`src/rtl/rdsna_pkg.sv`:
```
// Package with the shared types and constants of the RDS station name assembler.
`timescale 1ns / 1ps
`default_nettype none

package rdsna_pkg;

    localparam int NAME_CHARS = 8;
    localparam int CHAR_W     = 8;
    localparam int WORD_W     = 16;
    localparam int SEG_W      = 2;
    localparam int GROUP_W    = 5;
    localparam int NAME_W     = NAME_CHARS * CHAR_W;

    localparam logic FUNC_PROCESS = 1'b0;
    localparam logic FUNC_CLEAR   = 1'b1;

    localparam int RDS_READY_BIT = 15;
    localparam int GROUP_LSB     = 11;

    localparam logic [GROUP_W-1:0] GROUP_0A = 5'b00000;
    localparam logic [GROUP_W-1:0] GROUP_0B = 5'b00001;

    localparam logic [CHAR_W-1:0] PRINT_LOW  = 8'h20;
    localparam logic [CHAR_W-1:0] PRINT_HIGH = 8'h7D;

    typedef logic [CHAR_W-1:0] char_t;
    typedef logic [NAME_W-1:0] name_t;

    typedef struct packed {
        logic clr;
        logic take;
    } cell_ctrl_t;

endpackage

`default_nettype wire

```
`src/rtl/rdsna_if.sv`:
```
// Channel interfaces for the update items and the name results.
`timescale 1ns / 1ps
`default_nettype none

interface rdsna_item_if;
    logic        valid;
    logic        ready;
    logic        func;
    logic [15:0] status_word;
    logic [15:0] block_b;
    logic [15:0] block_d;

    modport source (output valid, output func, output status_word, output block_b,
                    output block_d, input ready);
    modport sink (input valid, input func, input status_word, input block_b,
                  input block_d, output ready);
endinterface

interface rdsna_result_if;
    logic        valid;
    logic        ready;
    logic        has_station_info;
    logic [63:0] station_name;

    modport source (output valid, output has_station_info, output station_name,
                    input ready);
    modport sink (input valid, input has_station_info, input station_name,
                  output ready);
endinterface

`default_nettype wire

```
`src/rtl/rdsna_char_cell.sv`:
```
// One character position: candidate and confirmed character registers with their update rule.
`timescale 1ns / 1ps
`default_nettype none

module rdsna_char_cell
    import rdsna_pkg::*;
(
    input  wire logic       clk,
    input  wire logic       rst_n,
    input  wire cell_ctrl_t ctrl,
    input  wire char_t      ch,
    output char_t           conf,
    output char_t           conf_next
);

    char_t cand_reg;
    char_t cand_next;
    char_t conf_reg;
    logic  printable;

    assign printable = (ch >= PRINT_LOW) && (ch <= PRINT_HIGH);

    always_comb
    begin
        cand_next = cand_reg;
        conf_next = conf_reg;
        if (ctrl.clr)
        begin
            cand_next = '0;
            conf_next = '0;
        end
        else if (ctrl.take)
        begin
            if (cand_reg == ch)
            begin
                conf_next = ch;
            end
            else if (printable)
            begin
                cand_next = ch;
            end
        end
    end

    always_ff @(posedge clk or negedge rst_n)
    begin
        if (!rst_n)
        begin
            cand_reg <= '0;
            conf_reg <= '0;
        end
        else
        begin
            cand_reg <= cand_next;
            conf_reg <= conf_next;
        end
    end

    assign conf = conf_reg;

endmodule

`default_nettype wire

```
`src/rtl/rds_station_name_assembler_unit.sv`:
```
// Top level of the RDS station name assembler.
//
// The item channel takes one transaction per RDS group: func selects a
// normal update or a clear of both character stores, and the status word,
// block B and block D carry the received data. An update counts only when
// status bit 15 is set and the group is type 0A or 0B; block B bits 1:0
// then pick a character pair and block D supplies the two characters.
// The result channel gives exactly one transaction per item: the flag that
// the group carried station information, and the confirmed eight-character
// name after the item, character 0 in the low byte.
// An item is taken into an input register, evaluated by combinational logic
// and written to the result register, which drives the result channel; one
// item per cycle is sustained while the receiver takes each result.
// When the receiver stalls, the result register holds and the input
// register still takes one more item; the item channel stalls after that.
// Reset clears both stores to zero and empties both registers.
`timescale 1ns / 1ps
`default_nettype none

module rds_station_name_assembler_unit
    import rdsna_pkg::*;
(
    input  wire logic       clk,
    input  wire logic       rst_n,
    rdsna_item_if.sink      item,
    rdsna_result_if.source  result
);

    logic                in_valid_reg;
    logic                func_reg;
    logic [WORD_W-1:0]   status_reg;
    logic [WORD_W-1:0]   block_b_reg;
    logic [WORD_W-1:0]   block_d_reg;

    logic                out_valid_reg;
    logic                has_info_reg;
    name_t               name_reg;

    logic                advance;
    logic                accept;
    logic                hit;
    logic [GROUP_W-1:0]  group;
    logic [SEG_W-1:0]    seg;
    name_t               name_cur;
    name_t               name_new;

    assign advance = in_valid_reg && (!out_valid_reg || result.ready);
    assign item.ready = !in_valid_reg || advance;
    assign accept = item.valid && item.ready;

    assign group = block_b_reg[GROUP_LSB +: GROUP_W];
    assign seg   = block_b_reg[SEG_W-1:0];
    assign hit   = (func_reg == FUNC_PROCESS) && status_reg[RDS_READY_BIT]
                   && ((group == GROUP_0A) || (group == GROUP_0B));

    always_ff @(posedge clk or negedge rst_n)
    begin
        if (!rst_n)
        begin
            in_valid_reg <= 1'b0;
        end
        else if (item.ready)
        begin
            in_valid_reg <= item.valid;
        end
    end

    always_ff @(posedge clk)
    begin
        if (accept)
        begin
            func_reg    <= item.func;
            status_reg  <= item.status_word;
            block_b_reg <= item.block_b;
            block_d_reg <= item.block_d;
        end
    end

    for (genvar i = 0; i < NAME_CHARS; i++)
    begin : g_cell
        localparam logic [SEG_W-1:0] PAIR = SEG_W'(i / 2);
        cell_ctrl_t ctrl;
        char_t      ch;
        char_t      conf;
        char_t      conf_next;

        assign ctrl.clr  = advance && (func_reg == FUNC_CLEAR);
        assign ctrl.take = advance && hit && (seg == PAIR);
        assign ch = ((i % 2) == 0) ? block_d_reg[2*CHAR_W-1:CHAR_W] : block_d_reg[CHAR_W-1:0];

        rdsna_char_cell u_cell (
            .clk       (clk),
            .rst_n     (rst_n),
            .ctrl      (ctrl),
            .ch        (ch),
            .conf      (conf),
            .conf_next (conf_next)
        );

        assign name_cur[i*CHAR_W +: CHAR_W] = conf;
        assign name_new[i*CHAR_W +: CHAR_W] = conf_next;
    end

    always_ff @(posedge clk or negedge rst_n)
    begin
        if (!rst_n)
        begin
            out_valid_reg <= 1'b0;
        end
        else if (advance)
        begin
            out_valid_reg <= 1'b1;
        end
        else if (result.ready)
        begin
            out_valid_reg <= 1'b0;
        end
    end

    always_ff @(posedge clk)
    begin
        if (advance)
        begin
            has_info_reg <= hit;
            name_reg     <= name_new;
        end
    end

    assign result.valid            = out_valid_reg;
    assign result.has_station_info = has_info_reg;
    assign result.station_name     = name_reg;

    a_clear_result: assert property (@(posedge clk) disable iff (!rst_n)
        (advance && (func_reg == FUNC_CLEAR)) |=>
        (out_valid_reg && !has_info_reg && (name_reg == '0)))
        else $error("A clear transaction did not give an empty name.");

    a_idle_name_kept: assert property (@(posedge clk) disable iff (!rst_n)
        (advance && !hit && (func_reg == FUNC_PROCESS)) |=>
        (name_reg == $past(name_cur)))
        else $error("An ignored group changed the confirmed name.");

    a_empty_stage_ready: assert property (@(posedge clk) disable iff (!rst_n)
        !in_valid_reg |-> item.ready)
        else $error("The empty input register refused a transaction.");

    a_result_follows: assert property (@(posedge clk) disable iff (!rst_n)
        advance |=> (out_valid_reg && (name_reg == name_cur)))
        else $error("The result does not match the stored name.");

endmodule

`default_nettype wire
```
`src/flat_wrapper.sv`:
```
// flat-port wrapper written by rule: the top's interface ports become plain ports
module rds_station_name_assembler_unit_flat import rdsna_pkg::*;
  (clk, rst_n, item_valid, item_func, item_status_word, item_block_b, item_block_d, item_ready, result_valid, result_has_station_info, result_station_name, result_ready);
  rdsna_item_if item_i ();
  rdsna_result_if result_i ();
  input  wire logic clk;
  input  wire logic rst_n;
  input wire logic [$bits(item_i.valid)-1:0] item_valid;
  input wire logic [$bits(item_i.func)-1:0] item_func;
  input wire logic [$bits(item_i.status_word)-1:0] item_status_word;
  input wire logic [$bits(item_i.block_b)-1:0] item_block_b;
  input wire logic [$bits(item_i.block_d)-1:0] item_block_d;
  output wire logic [$bits(item_i.ready)-1:0] item_ready;
  output wire logic [$bits(result_i.valid)-1:0] result_valid;
  output wire logic [$bits(result_i.has_station_info)-1:0] result_has_station_info;
  output wire logic [$bits(result_i.station_name)-1:0] result_station_name;
  input wire logic [$bits(result_i.ready)-1:0] result_ready;
  assign item_i.valid = item_valid;
  assign item_i.func = item_func;
  assign item_i.status_word = item_status_word;
  assign item_i.block_b = item_block_b;
  assign item_i.block_d = item_block_d;
  assign item_ready = item_i.ready;
  assign result_valid = result_i.valid;
  assign result_has_station_info = result_i.has_station_info;
  assign result_station_name = result_i.station_name;
  assign result_i.ready = result_ready;
  rds_station_name_assembler_unit u_core (.clk(clk), .rst_n(rst_n), .item(item_i), .result(result_i));
endmodule
```
`config.mk`:
```
export PLATFORM = sky130hd
export DESIGN_NAME = rds_station_name_assembler_unit_flat
export DESIGN_NICKNAME = d
export VERILOG_FILES = /design/src/rtl/rdsna_pkg.sv /design/src/rtl/rdsna_if.sv /design/src/rtl/rdsna_char_cell.sv /design/src/rtl/rds_station_name_assembler_unit.sv /design/src/flat_wrapper.sv
export SDC_FILE = /design/constraint.sdc
export NUM_CORES = 1
export LEC_CHECK = 0
export BUFFER_PORTS_ARGS = -buffer_cell sky130_fd_sc_hd__buf_2
export CORE_ASPECT_RATIO = 0.8
export CORE_UTILIZATION = 40
export CTS_BUF_LIST = sky130_fd_sc_hd__clkbuf_4 sky130_fd_sc_hd__clkbuf_8
export DETAILED_ROUTE_END_ITERATION = 6
export PLACE_DENSITY = 0.61
export SYNTH_ARGS = -nofsm -noshare
export SYNTH_HDL_FRONTEND = slang
export SYNTH_HIERARCHICAL = 1
export SYNTH_SLANG_ARGS = --single-unit
```
`constraint.sdc`:
```
create_clock -name clk -period 4 [get_ports clk]
set_input_delay 0.2 -clock clk [delete_from_list [all_inputs] [get_ports clk]]
set_output_delay 0.2 -clock clk [all_outputs]
set_load 0.005 [all_outputs]
```
After elaboration in Yosys (flattened, before gate mapping)
Index checks and enable logic that the tools add are counted.

Bits in registers: 244. Bits of input ports: 53. Output and inout bits: 67. Word-level logic and storage cells: 135.

Magnitude comparators: 4. Equal/unequal tests: 20. Multiplexer cells: 52. Bitwise gates (word level): 1. Reduce and logical (&&, ||, !) cells: 34.

Operators with widths (number): 8-bit 2-to-1 mux (50); 8-bit == test (8); 3-bit AND reduction (8); 8-bit by 6-bit >= comparator with 1-bit output, second input constant (2); 8-bit by 7-bit <= comparator with 1-bit output, second input constant (2); 2-bit by 1-bit != test with 1-bit output, second input constant (8); 2-bit nonzero test (7); 1-bit logical AND (12); 5-bit by 1-bit == test with 1-bit output, second input constant (1); 5-bit zero test (1); 2-bit == test, second input constant (2); 1-bit logical OR (3); 2-bit by 1-bit == test with 1-bit output, second input constant (1); 1-bit zero test (2); 2-bit zero test (1); 1-bit 2-to-1 mux (2); 1-bit inverter (1).

Longest topological paths before layout
Gate-level depths: netlist of the first run.

Depth in word-level cells: 7. Depth in mapped cells: 7. Depth with buffers taken out: 7.

Modules after synthesis
The synthesis of the first run kept the hierarchy.

By module, submodules not included: rdsna_char_cell (instances 8, cells an instance 74, area an instance 865.8 um^2, seq. area each 400.4 um^2); rds_station_name_assembler_unit (instances 1, cells an instance 108, area an instance 2836.5 um^2, seq. area each 2722.6 um^2).

Worst setup path after synthesis of the first run
Ideal clock, no wire load.

Kind: register -> register. Start: register u_core.out_valid_reg, in the netlist u_core/result.valid. End: register u_core.has_info_reg, in the netlist u_core/result.has_station_info, enable pin. Setup time: 0.419 ns. Arrival: 1.891 ns. Data required time: 3.581 ns. Path slack: 1.690 ns. Stages on the path, launching flop included: 4. Path buffers: 0. Clock period less this slack: 2.310 ns. Cell sequence: dfrtp_1 > nand2b_1 > nand2_1 > inv_1.

Longest elaborated chain between the ends: 3.

RTL lines: start: declaration (line rds_station_name_assembler_unit.sv:35) `logic out_valid_reg;`; start signal: assignment (line rds_station_name_assembler_unit.sv:108) `out_valid_reg <= 1'b0;`; start signal: assignment (line rds_station_name_assembler_unit.sv:112) `out_valid_reg <= 1'b1;`; start signal: assignment (line rds_station_name_assembler_unit.sv:116) `out_valid_reg <= 1'b0;`; 1-bit zero test (line rds_station_name_assembler_unit.sv:47) `assign advance = in_valid_reg && (!out_valid_reg || result.ready);`; 1-bit logical OR (line rds_station_name_assembler_unit.sv:47); 1-bit logical AND (line rds_station_name_assembler_unit.sv:47); net u_core.advance (line rds_station_name_assembler_unit.sv:39) `logic advance;`; end signal: assignment (line rds_station_name_assembler_unit.sv:124) `has_info_reg <= hit;`; end: declaration (line rds_station_name_assembler_unit.sv:36) `logic has_info_reg;`.

The timed path passes the listed nets, and every way through them passes these cells. A chain may end at the register's enable or synchronous reset.

==> results of run 1 <==
==> cell families after synthesis <==
family	synth area share [%]
muxes	12.30
and+or+nand+nor	18.48
DFF	60.69
xor gates and xnor gates	5.741
AOI/OAI and AO/OA	1.743
buffers and inverters	1.038
==> power by group through the flow <==
stage,clock [mW],sequential (mW),combinational [mW]
after floorplan,0,2.50,0.171
after global placement,0,2.52,0.305
after detailed placement,0,2.52,0.312
after CTS,2.27,2.48,0.333
after global routing,2.37,2.49,0.360
final,2.19,2.48,0.326
==> cell type report <==
type | instances | area, sq um | area share (%)
Multi-Input combinational cell | 454 | 3741 | 31.92
Clock buffer | 58 | 729.5 | 6.224
Timing Repair Buffer | 124 | 788.3 | 6.726
Sequential cell | 219 | 5926 | 50.56
Inverter | 11 | 41.29 | 0.3523
Tap cell | 312 | 390.4 | 3.331
Clock inverter | 12 | 103.9 | 0.8861
==> synthesized netlist by cell type, drive strengths merged <==
cell	n
nand3	8
or2b	16
dfrtp	130
mux2i	120
edfxtp	89
nor3	17
and4	8
clkbuf	16
o211ai	8
and2	1
nor4b	1
inv	11
nand4	16
nand2	2
nor2	8
and3b	8
nor4	3
xnor2	64
nand3b	2
nand2b	171
and3	1
==> worst max-delay path by stage <==
| stage | from | end | slack, ns | depth (start not counted) |
|---|---|---|---|---|
| final | u_core/block_b_reg[14] | u_core/result.station_name[1] | 1.26 | 6 |
| after global routing | u_core/block_b_reg[14] | u_core/result.station_name[0] | 1.09 | 6 |
| after CTS | u_core/block_b_reg[14] | u_core/result.station_name[0] | 1.18 | 6 |
| after detailed placement | u_core/block_b_reg[14] | u_core/result.station_name[9] | 1.22 | 6 |
| after global placement | u_core/block_b_reg[14] | u_core/result.station_name[0] | 1.25 | 6 |
| after floorplan | u_core/result.valid | u_core/result.has_station_info | 1.69 | 3 |
==> worst reg2reg max path, cell delays in order, from the launching register on <==
cell and delay, ns:
edfxtp_1 0.38, nor4_2 0.43, nand3b_2 0.19, nor4_1 0.50, inv_1 0.17, nor3_4 0.54
mux2i_1 0.34
==> cell usage in the layout (no fill, tap or decap), drive strengths merged <==
cell / count
and2: 1
and3: 1
and3b: 8
and4: 8
buf: 98
bufinv: 2
clkbuf: 58
clkinv: 10
dfrtp: 130
dlygate4sd3: 26
edfxtp: 89
inv: 11
mux2i: 120
nand2: 2
nand2b: 171
nand3: 8
nand3b: 2
nand4: 16
nor2: 8
nor3: 17
nor4: 3
nor4b: 1
o211ai: 8
or2b: 16
xnor2: 64
==> metrics by stage <==
stage / util, % / setup slack (ns) / instances
final: 49.56 / 1.264 / 1190
after detailed placement: 44.94 / 1.218 / 1094
after global placement: 44.94 / 1.250 / 1094
after CTS: 49.56 / 1.179 / 1190
after floorplan: - / 1.690 / 700
after global routing: 49.56 / 1.086 / 1190
==> layer usage <==
layer	up-vias	wire length, microns	GRT usage, %	part of all wire [%]
li1	2756	-	-	-
met1	2906	9846	24.07	48
met2	139	9371	25.68	45
met3	34	932	3.698	4.5
met4	0	482	6.851	2.3
met5	-	0	0	0
==> summary.txt, run 1 <==
Die
  – Initial Util: around 41%
  – Die area: 25040 sq um
  – Die height: between 100 and 150 microns
  – Core Area: ~24000 sq um
  – Rows: 50
  – Die width: ~180 microns
  – Io pins: 120

Worst setup path
  – Slowest-stage cell, CP: nor3_4
  – Top Family by Delay on Critical Path: simple AND/OR/NAND/NOR gates
  – End of the worst register-to-register path: u_core/result.station_name[1]
  – Reg2reg path depth: 6
  – Crit path cell chain: nor4_2 > nand3b_2 > nor4_1 > inv_1 > nor3_4 > mux2i_1
  – Critical Path RT: roughly 4.3 ns
  – Setup Crit Path Kind: flop to flop
  – Reg-to-Reg Start: u_core/block_b_reg[14]
  – R2R Setup Slk: between 1 and 1.5 ns
  – Worst Setup Start Kind: flop
  – Crit path arrival time: 3.07 ns
  – Crit path capture type: flop
  – Crit-path max cell delay: between 0.5 and 0.6 ns
  – CP Buf/Inv Count: 1
  – CP max FO: 8

Timing
  – Setup_tns: 0 ns
  – RSZ-0062 raised after global routing: no
  – Number of setup violations in the final report: 0
  – Max_slew headroom: 27.46%
  – Period utilization: 68.41%
  – Final Max Slew Viols: 0
  – Worst slew pin tran: 1.088 ns
  – Hold_ws: 0.04233 ns
  – Post-layout min period: 2.736 ns
  – Skew final: between 0.015 and 0.02 ns
  – F_max: 365.5 MHz
  – Final Hold Fails: 0

Layout
  – Fill count: 2042
  – Antenna cell count: 0
  – P&R area growth vs syn: 20.04%
  – Layout cells sized above 1: about 22%
  – Nets: 901
  – Final non-filler cell area: 11720 sq um

Clock tree
  – # Post-CTS Setup Buffers: 0
  – Max Root-Sink Buffers: 3
  – # resized after CTS: 0
  – Inserted Clock Buffers: 38
  – CTS root buf: clkbuf_8
  – # H-tree levels: 2
  – Clock Latency Late Sink: 0.53 ns
  – CTS sink count: ~220
  – CTS Hold Bufs: 26
  – TritonCTS clock tree: built
  – Clk slew on worst S/H paths: 0.06 ns

Power and ir drop
  – Leak Pwr: approximately 5.2 nW
  – Clock power frac: approximately 44%
  – Sw Share: 22.89%
  – VDD IR max: 0.1974 mV
  – PD cells: 426.1 nW/um^2
  – Psw: 1.143 mW
  – Flop pwr share: about half
  – P_int: roughly 3.9 mW
  – Comb pwr share: 6.5%
  – Final Total Pwr: 4.994 mW

Detailed routing
  – Via count: 5835
  – Wire per inst: 17.34 microns
  – Post-Route WL: 20630 microns
  – Routed Antenna Nets: 0
  – DRC violations left: 0
  – Initial DRC Count: 264
  – TritonRoute pass-1 iters: 4
  – Vias per cell: roughly 4.9

Min path
  – HP Start: result_ready
  – Hold Path Depth: 3
  – HP Class: primary input to flop
  – Hold Crit Endpoint: u_core/result.valid

Place
  – Port-buffer cells: between 90 and 100
  – Placed cell area: between 10000 and 15000 sq um
  – GPL Wtd Cong: 0.7568
  – HPWL after DPL: around 13000 microns

Global route
  – Global-route wire length before repair: 33250 microns
  – Pin count of the biggest net entering global routing: 98
  – Vias in the first global route: slightly above 6k
  – Global Route Usage Sum: around 17%
  – Initial antenna violation count: 0
  – GR Overflow Total: 0

Synth
  – Top cells by area, synth: dfrtp_1 (33%), edfxtp_1 (27%), mux2i_1 (12%)
  – Post-synthesis sequential area ratio: between 60% and 70%
  – Syn_area_per_cell: 13.95 sq um
  – Synth area leader: dfrtp_1
  – Synth Warn #: 6
  – Syn nets: 753
  – Flops & latches, synth: 219
  – Mapped Cells: 700
  – Post-synthesis cell type count: 25
  – Synthesized area: 9763 sq um
  – Synth top area share: 33.32%

Outcome
  – Status: finished clean

Run
  – Max-Cap Viols: 0
Power figures use the tool's default switching activity.
==> run 2, diff against run 1 <==
- PLACE_DENSITY: 0.61 -> 0.63
- clock period: 4 -> 2.5 ns (I/O delays scaled with it)
==> summary.txt, run 2 (synthesis gave the netlist of run 1 again) <==
Outcome
  – Status: finished clean

Detailed routing
  – Vias per cell: 4.790
  – Post-Route WL: ~20000 microns
  – DRC violations left: 0
  – TritonRoute pass-1 iters: 4
  – Wire per inst: 16.40 microns
  – Initial DRC Count: 424
  – Via count: 5849
  – Routed Antenna Nets: 0

Min path
  – HP Class: primary input to asynchronous set/reset pin

Clock tree
  – # Post-CTS Setup Buffers: 0
  – CTS root buf: clkbuf_8
  – Clock Latency Late Sink: around 0.52 ns
  – Inserted Clock Buffers: 38
  – Clk slew on worst S/H paths: 0.06 ns
  – CTS sink count: 219
  – TritonCTS clock tree: built
  – Max Root-Sink Buffers: 3
  – # H-tree levels: 2

Timing
  – Final Max Slew Viols: 0
  – RSZ-0062 raised after global routing: yes
  – Worst slew pin tran: 0.5427 ns
  – Final Hold Fails: 0
  – Post-layout min period: 2.372 ns
  – Number of setup violations in the final report: 0
  – Skew final: 0.02236 ns
  – Worst setup margin: around 0.13 ns
  – Setup_tns: 0 ns
  – Period utilization: 94.88%
  – F_max: 421.6 MHz
  – Max_slew headroom: around 64%

Global route
  – GR Overflow Total: 0
  – Pin count of the biggest net entering global routing: 97
  – Global-route wire length before repair: 32330 microns
  – Vias in the first global route: 5989
  – Global Route Usage Sum: 16.56%
  – Initial antenna violation count: 0

Power and ir drop
  – PD cells: 645.2 nW/um^2
  – VDD IR max: 0.2444 mV
  – Leak Pwr: 5.340 nW

Die
  – Die area: 25040 sq um
  – Rows: 50
  – Die height: between 100 and 150 microns
  – Core Area: about 24000 sq um
  – Die width: ~180 microns
  – Io pins: 120
  – Initial Util: 41.29%

Layout
  – Final non-filler cell area: 12100 sq um
  – P&R area growth vs syn: 23.94%
  – Commonest non-fill, non-tap cell in the layout: nand2b_1
  – Nets: 933
  – Antenna cell count: 0
  – Fill count: between 2k and 2.5k
  – Layout cells sized above 1: 24.53%
  – Most frequent cells in the layout: nand2b_1 (171), dfrtp_1 (130), mux2i_1 (119)

Worst setup path
  – Critical Path RT: 2.82 ns
  – Crit path capture type: flop
  – CP max FO: 8
  – Crit path arrival time: 2.69 ns
  – Worst Setup Start Kind: flop
  – Setup Crit Path Kind: flop to flop

Place
  – Placed cell area: 11000 sq um
  – Port-buffer cells: 94
  – HPWL after DPL: approximately 12000 microns
  – GPL Wtd Cong: roughly 0.72
  – Place WS: -0.0003728 ns

Run
  – Max-Cap Viols: 0
[run 2: path summary, 6_finish.rpt]
path | start | to | slack, ns | depth (start not counted)
min in group clk | item_block_d[10] | u_core/block_d_reg[10] | 0.31 | 2
setup / recovery | u_core/block_b_reg[14] | u_core/result.station_name[44] | 0.13 | 7
hold reg to reg | u_core/in_valid_reg | u_core/result.valid | 0.54 | 1
max in group asynchronous | rst_n | u_core/g_cell[7].u_cell/conf[7] | 1.72 | 3
hold / removal | rst_n | u_core/g_cell[4].u_cell/conf[7] | 0.13 | 2
setup reg to reg | u_core/block_b_reg[14] | u_core/result.station_name[44] | 0.13 | 7
[run 2: repair_timing]
item / 4_1_cts / 5_1_grt
hold buffers: 28 / 0
resized for setup: 0 / 8
setup endpoints to repair: 0 / 80
hold endpoints to repair: 94 / 0
[run 2: stage by stage]
| stage | total power, mW | hold slack, ns | cells | util (%) |
|---|---|---|---|---|
| 6_report | 7.807 | 0.1266 | 1221 | 51.17 |
| 5_1_grt | 8.164 | 0.1586 | 1221 | 51.17 |
| 4_1_cts | 7.932 | 0.1166 | 1221 | 50.96 |
| 3_5_place_dp | 4.572 | 0.1241 | 1124 | 46.52 |
| 3_3_place_gp | 4.572 | 0.1192 | 1124 | 46.52 |
| 2_1_floorplan | 4.280 | -0.1706 | 700 | - |
[run 2: power by group]
| part | total [mW] | internal (mW) | switching [mW] |
|---|---|---|---|
| clock network | 3.27 | 1.86 | 1.42 |
| logic | 0.613 | 0.274 | 0.339 |
| registers | 3.92 | 3.86 | 0.0669 |
[run 2: cell type report]
type                    instances  area (sq um)  area share (%)
flip-flops and latches        219          5926           48.97
clock inverters                15         88.84          0.7342
clock buffers                  54         680.7           5.625
repair buffers                156          1184           9.782
well taps                     312         390.4           3.226
inverters                      11         41.29          0.3412
multi-input cells             454          3790           31.32
[run 2: routing by layer]
metal  up-vias  wire length [microns]  global-route usage, %
li1       2824                      -                      -
met1      2879                  10300                  24.79
met2       110                   8605                  23.88
met3        36                    721                  3.001
met4         0                    398                  5.944
met5         -                      0                      0
[run 2: critical path: stages, from the launching register on]
cell      delay (ns)
edfxtp_1        0.42
nor4_4          0.38
nand3b_2        0.20
nor4b_2         0.35
inv_1           0.15
nor3_4          0.23
buf_12          0.16
mux2i_1         0.28
==> run 3, diff against run 2 <==
- ABC_AREA: not set -> 1
- PLACE_DENSITY: 0.63 -> 0.62
- SETUP_SLACK_MARGIN: not set -> 0.5
==> summary.txt, run 3 <==
Outcome
  – Status: finished with violations
  – Failing checks: DRC

Layout
  – Fill count: ~2.8k
  – P&R area growth vs syn: 25.30%
  – Antenna cell count: 0
  – Most frequent cells in the layout: nand2_1 (445), inv_1 (233), dfrtp_1 (130)
  – Layout cells sized above 1: about 34%
  – Util after Layout: 50.86%
  – Nets: 1767
  – Commonest non-fill, non-tap cell in the layout: nand2_1
  – Non-filler cells, final: 2155

Clock tree
  – TritonCTS clock tree: built
  – Inserted Clock Buffers: 39
  – CTS sink count: ~220
  – Clk slew on worst S/H paths: 0.06 ns
  – CTS root buf: clkbuf_8
  – Max Root-Sink Buffers: 3
  – Clock Latency Late Sink: 0.53 ns
  – # H-tree levels: 2

Worst setup path
  – Crit-path max cell delay: 0.41 ns
  – Crit path arrival time: approximately 2.4 ns
  – Crit path capture type: flop
  – Top Family by Delay on Critical Path: simple AND/OR/NAND/NOR gates
  – CP Buf/Inv Count: 2
  – Reg-to-Reg Start: u_core/block_b_reg[15]
  – Critical Path RT: around 2.9 ns
  – Crit. Startpoint: u_core/block_b_reg[15]
  – Most frequent cell on the critical path: nor2_4
  – Setup Crit Path Kind: flop to flop
  – Slowest-stage cell, CP: edfxtp_1
  – Crit path cell chain: nor2_4 > nand3_4 > nor3_4 > buf_6 > inv_4 > nor2_4 > o21ai_2 > a21oi_4 > nand2_4 > nand3_2 > nand2_1
  – CP max FO: 8
  – Worst Setup Start Kind: flop

Run
  – Max-Cap Viols: 0

Die
  – Die width: roughly 200 microns
  – Initial Util: 40.59%
  – Core Area: just over 30000 sq um
  – Die area: 31470 sq um
  – Die height: 158.9 microns
  – Io pins: 120
  – Rows: 57

Timing
  – Number of setup violations in the final report: 0
  – Final Hold Fails: 0
  – Hold_ws: 0.09325 ns
  – Period utilization: 81.17%
  – Worst slew pin tran: ~0.73 ns
  – RSZ-0062 raised after global routing: yes
  – Final Max Slew Viols: 0
  – F_max: slightly below 500 MHz
  – Max_slew headroom: 51.27%
  – Post-layout min period: 2.029 ns
  – Setup_tns: 0 ns
  – Skew final: 0.02304 ns

Synth
  – Synth Warn #: 6
  – Top post-synthesis cells by count: nand2_1 (447), inv_1 (240), dfrtp_1 (130)
  – Most frequent cell after synthesis: nand2_1
  – Async SR Flop Fraction: 59.36%
  – Post-synthesis sequential area ratio: between 40% and 50%
  – Synthesized area: 12300 sq um
  – Top cells by area, synth: dfrtp_1 (26%), edfxtp_1 (22%), nand2_1 (14%)
  – Synth area leader: dfrtp_1
  – Post-synthesis cell type count: 25
  – Post-synth top flop: dfrtp_1
  – Mapped Cells: 1470
  – Post-synth EDFFs: 89
  – Synth top area share: 26.44%
  – Syn_area_per_cell: between 8 and 9 sq um
  – Flops & latches, synth: about 220
  – Syn nets: 1523

Place
  – Port-buffer cells: 94
  – Dpl cells: 1982
  – HPWL after DPL: 17940 microns
  – GPL Wtd Cong: 0.7920

Global route
  – Global-route wire length before repair: 45520 microns
  – Vias in the first global route: 9071
  – GR Overflow Total: 0
  – Initial antenna violation count: 0
  – Global Route Usage Sum: ~18%
  – Pin count of the biggest net entering global routing: 54

Detailed routing
  – Via count: 9672
  – Routed Antenna Nets: 0
  – Initial DRC Count: ~630
  – Wire per inst: 12.90 microns
  – Vias per cell: 4.488
  – DRC violations left: 2
  – TritonRoute pass-1 iters: 7
  – Post-Route WL: ~28000 microns

Power and ir drop
  – PD cells: 573.4 nW/um^2
  – Leak Pwr: 7.858 nW
  – VDD IR max: 0.2533 mV

Min path
  – HP Class: primary input to asynchronous set/reset pin
==> run 3: power breakdown <==
group | switching, mW | internal, mW
clock | 1.49 | 2.10
combinational | 0.829 | 0.431
sequential | 0.0587 | 3.93
total | 2.37 | 6.46
==> run 3: per-stage QoR <==
stage	power [mW]	setup slack (ns)	cell area, sq um
floorplan	4.746	0.6058	12310
global placement	5.141	0.09823	13370
detailed placement	5.148	0.07216	13370
CTS	8.907	0.4880	14870
global route	9.265	0.3708	15420
finish	8.839	0.4707	15420
==> run 3: what timing repair did <==
item	in CTS	in global routing
endpoints found under the hold margin	118	0
gates cloned	4	2
pin swaps	6	24
resized for setup	21	65
hold buffers	29	0
setup buffers	31	38
endpoints found under the setup margin	192	159
==> run 3: area by class of cell <==
type                            count  area, sq um  area share [%]
Timing Repair inverter              6        37.54          0.2435
Clock inverter                     19        190.2           1.234
Clock buffer                       50        644.4           4.180
Tap cell                          413        516.7           3.352
Multi-Input combinational cell    899         5094           33.04
Inverter                          328         1335           8.660
Timing Repair Buffer              221         1673           10.85
Sequential cell                   219         5926           38.44
==> run 3: worst reg2reg max path: cells and delay by family, from the launching register on <==
kind / cells / cell delay, ns
and+or+nand+nor: 7 / 1.00
DFF: 1 / 0.41
AOI/OAI and AO/OA: 2 / 0.31
buffers and inverters: 2 / 0.19
==> run 3: layer usage <==
| metal | wire [microns] | GRT usage [%] | part of all wire [%] | up-vias |
|---|---|---|---|---|
| met2 | 12190 | 26.63 | 44 | 200 |
| met3 | 1394 | 2.846 | 5.0 | 48 |
| met4 | 686 | 6.519 | 2.5 | 0 |
| met5 | 0 | 0 | 0 | - |
| li1 | - | - | - | 4976 |
| met1 | 13540 | 26.12 | 49 | 4448 |
==> run 3: cell families after synthesis <==
logic type / after synthesis / synth area share, %
buffers and inverters: 352 / 12.12
AO/OA/AOI/OAI: 16 / 1.383
AND/OR/NAND/NOR: 883 / 38.33
flip-flops: 219 / 48.16
==> run 3: worst paths after layout <==
kind,to,depth (start not counted),slack (ns)
max,u_core/g_cell[0].u_cell/cand_reg[0],11,0.47
min,u_core/g_cell[4].u_cell/cand_reg[2],2,0.09
max reg2reg,u_core/g_cell[0].u_cell/cand_reg[0],11,0.47
min reg2reg,u_core/g_cell[4].u_cell/cand_reg[6],2,0.52
max in group asynchronous,u_core/g_cell[3].u_cell/conf[0],3,1.60
min in group clk,u_core/block_d_reg[10],2,0.31
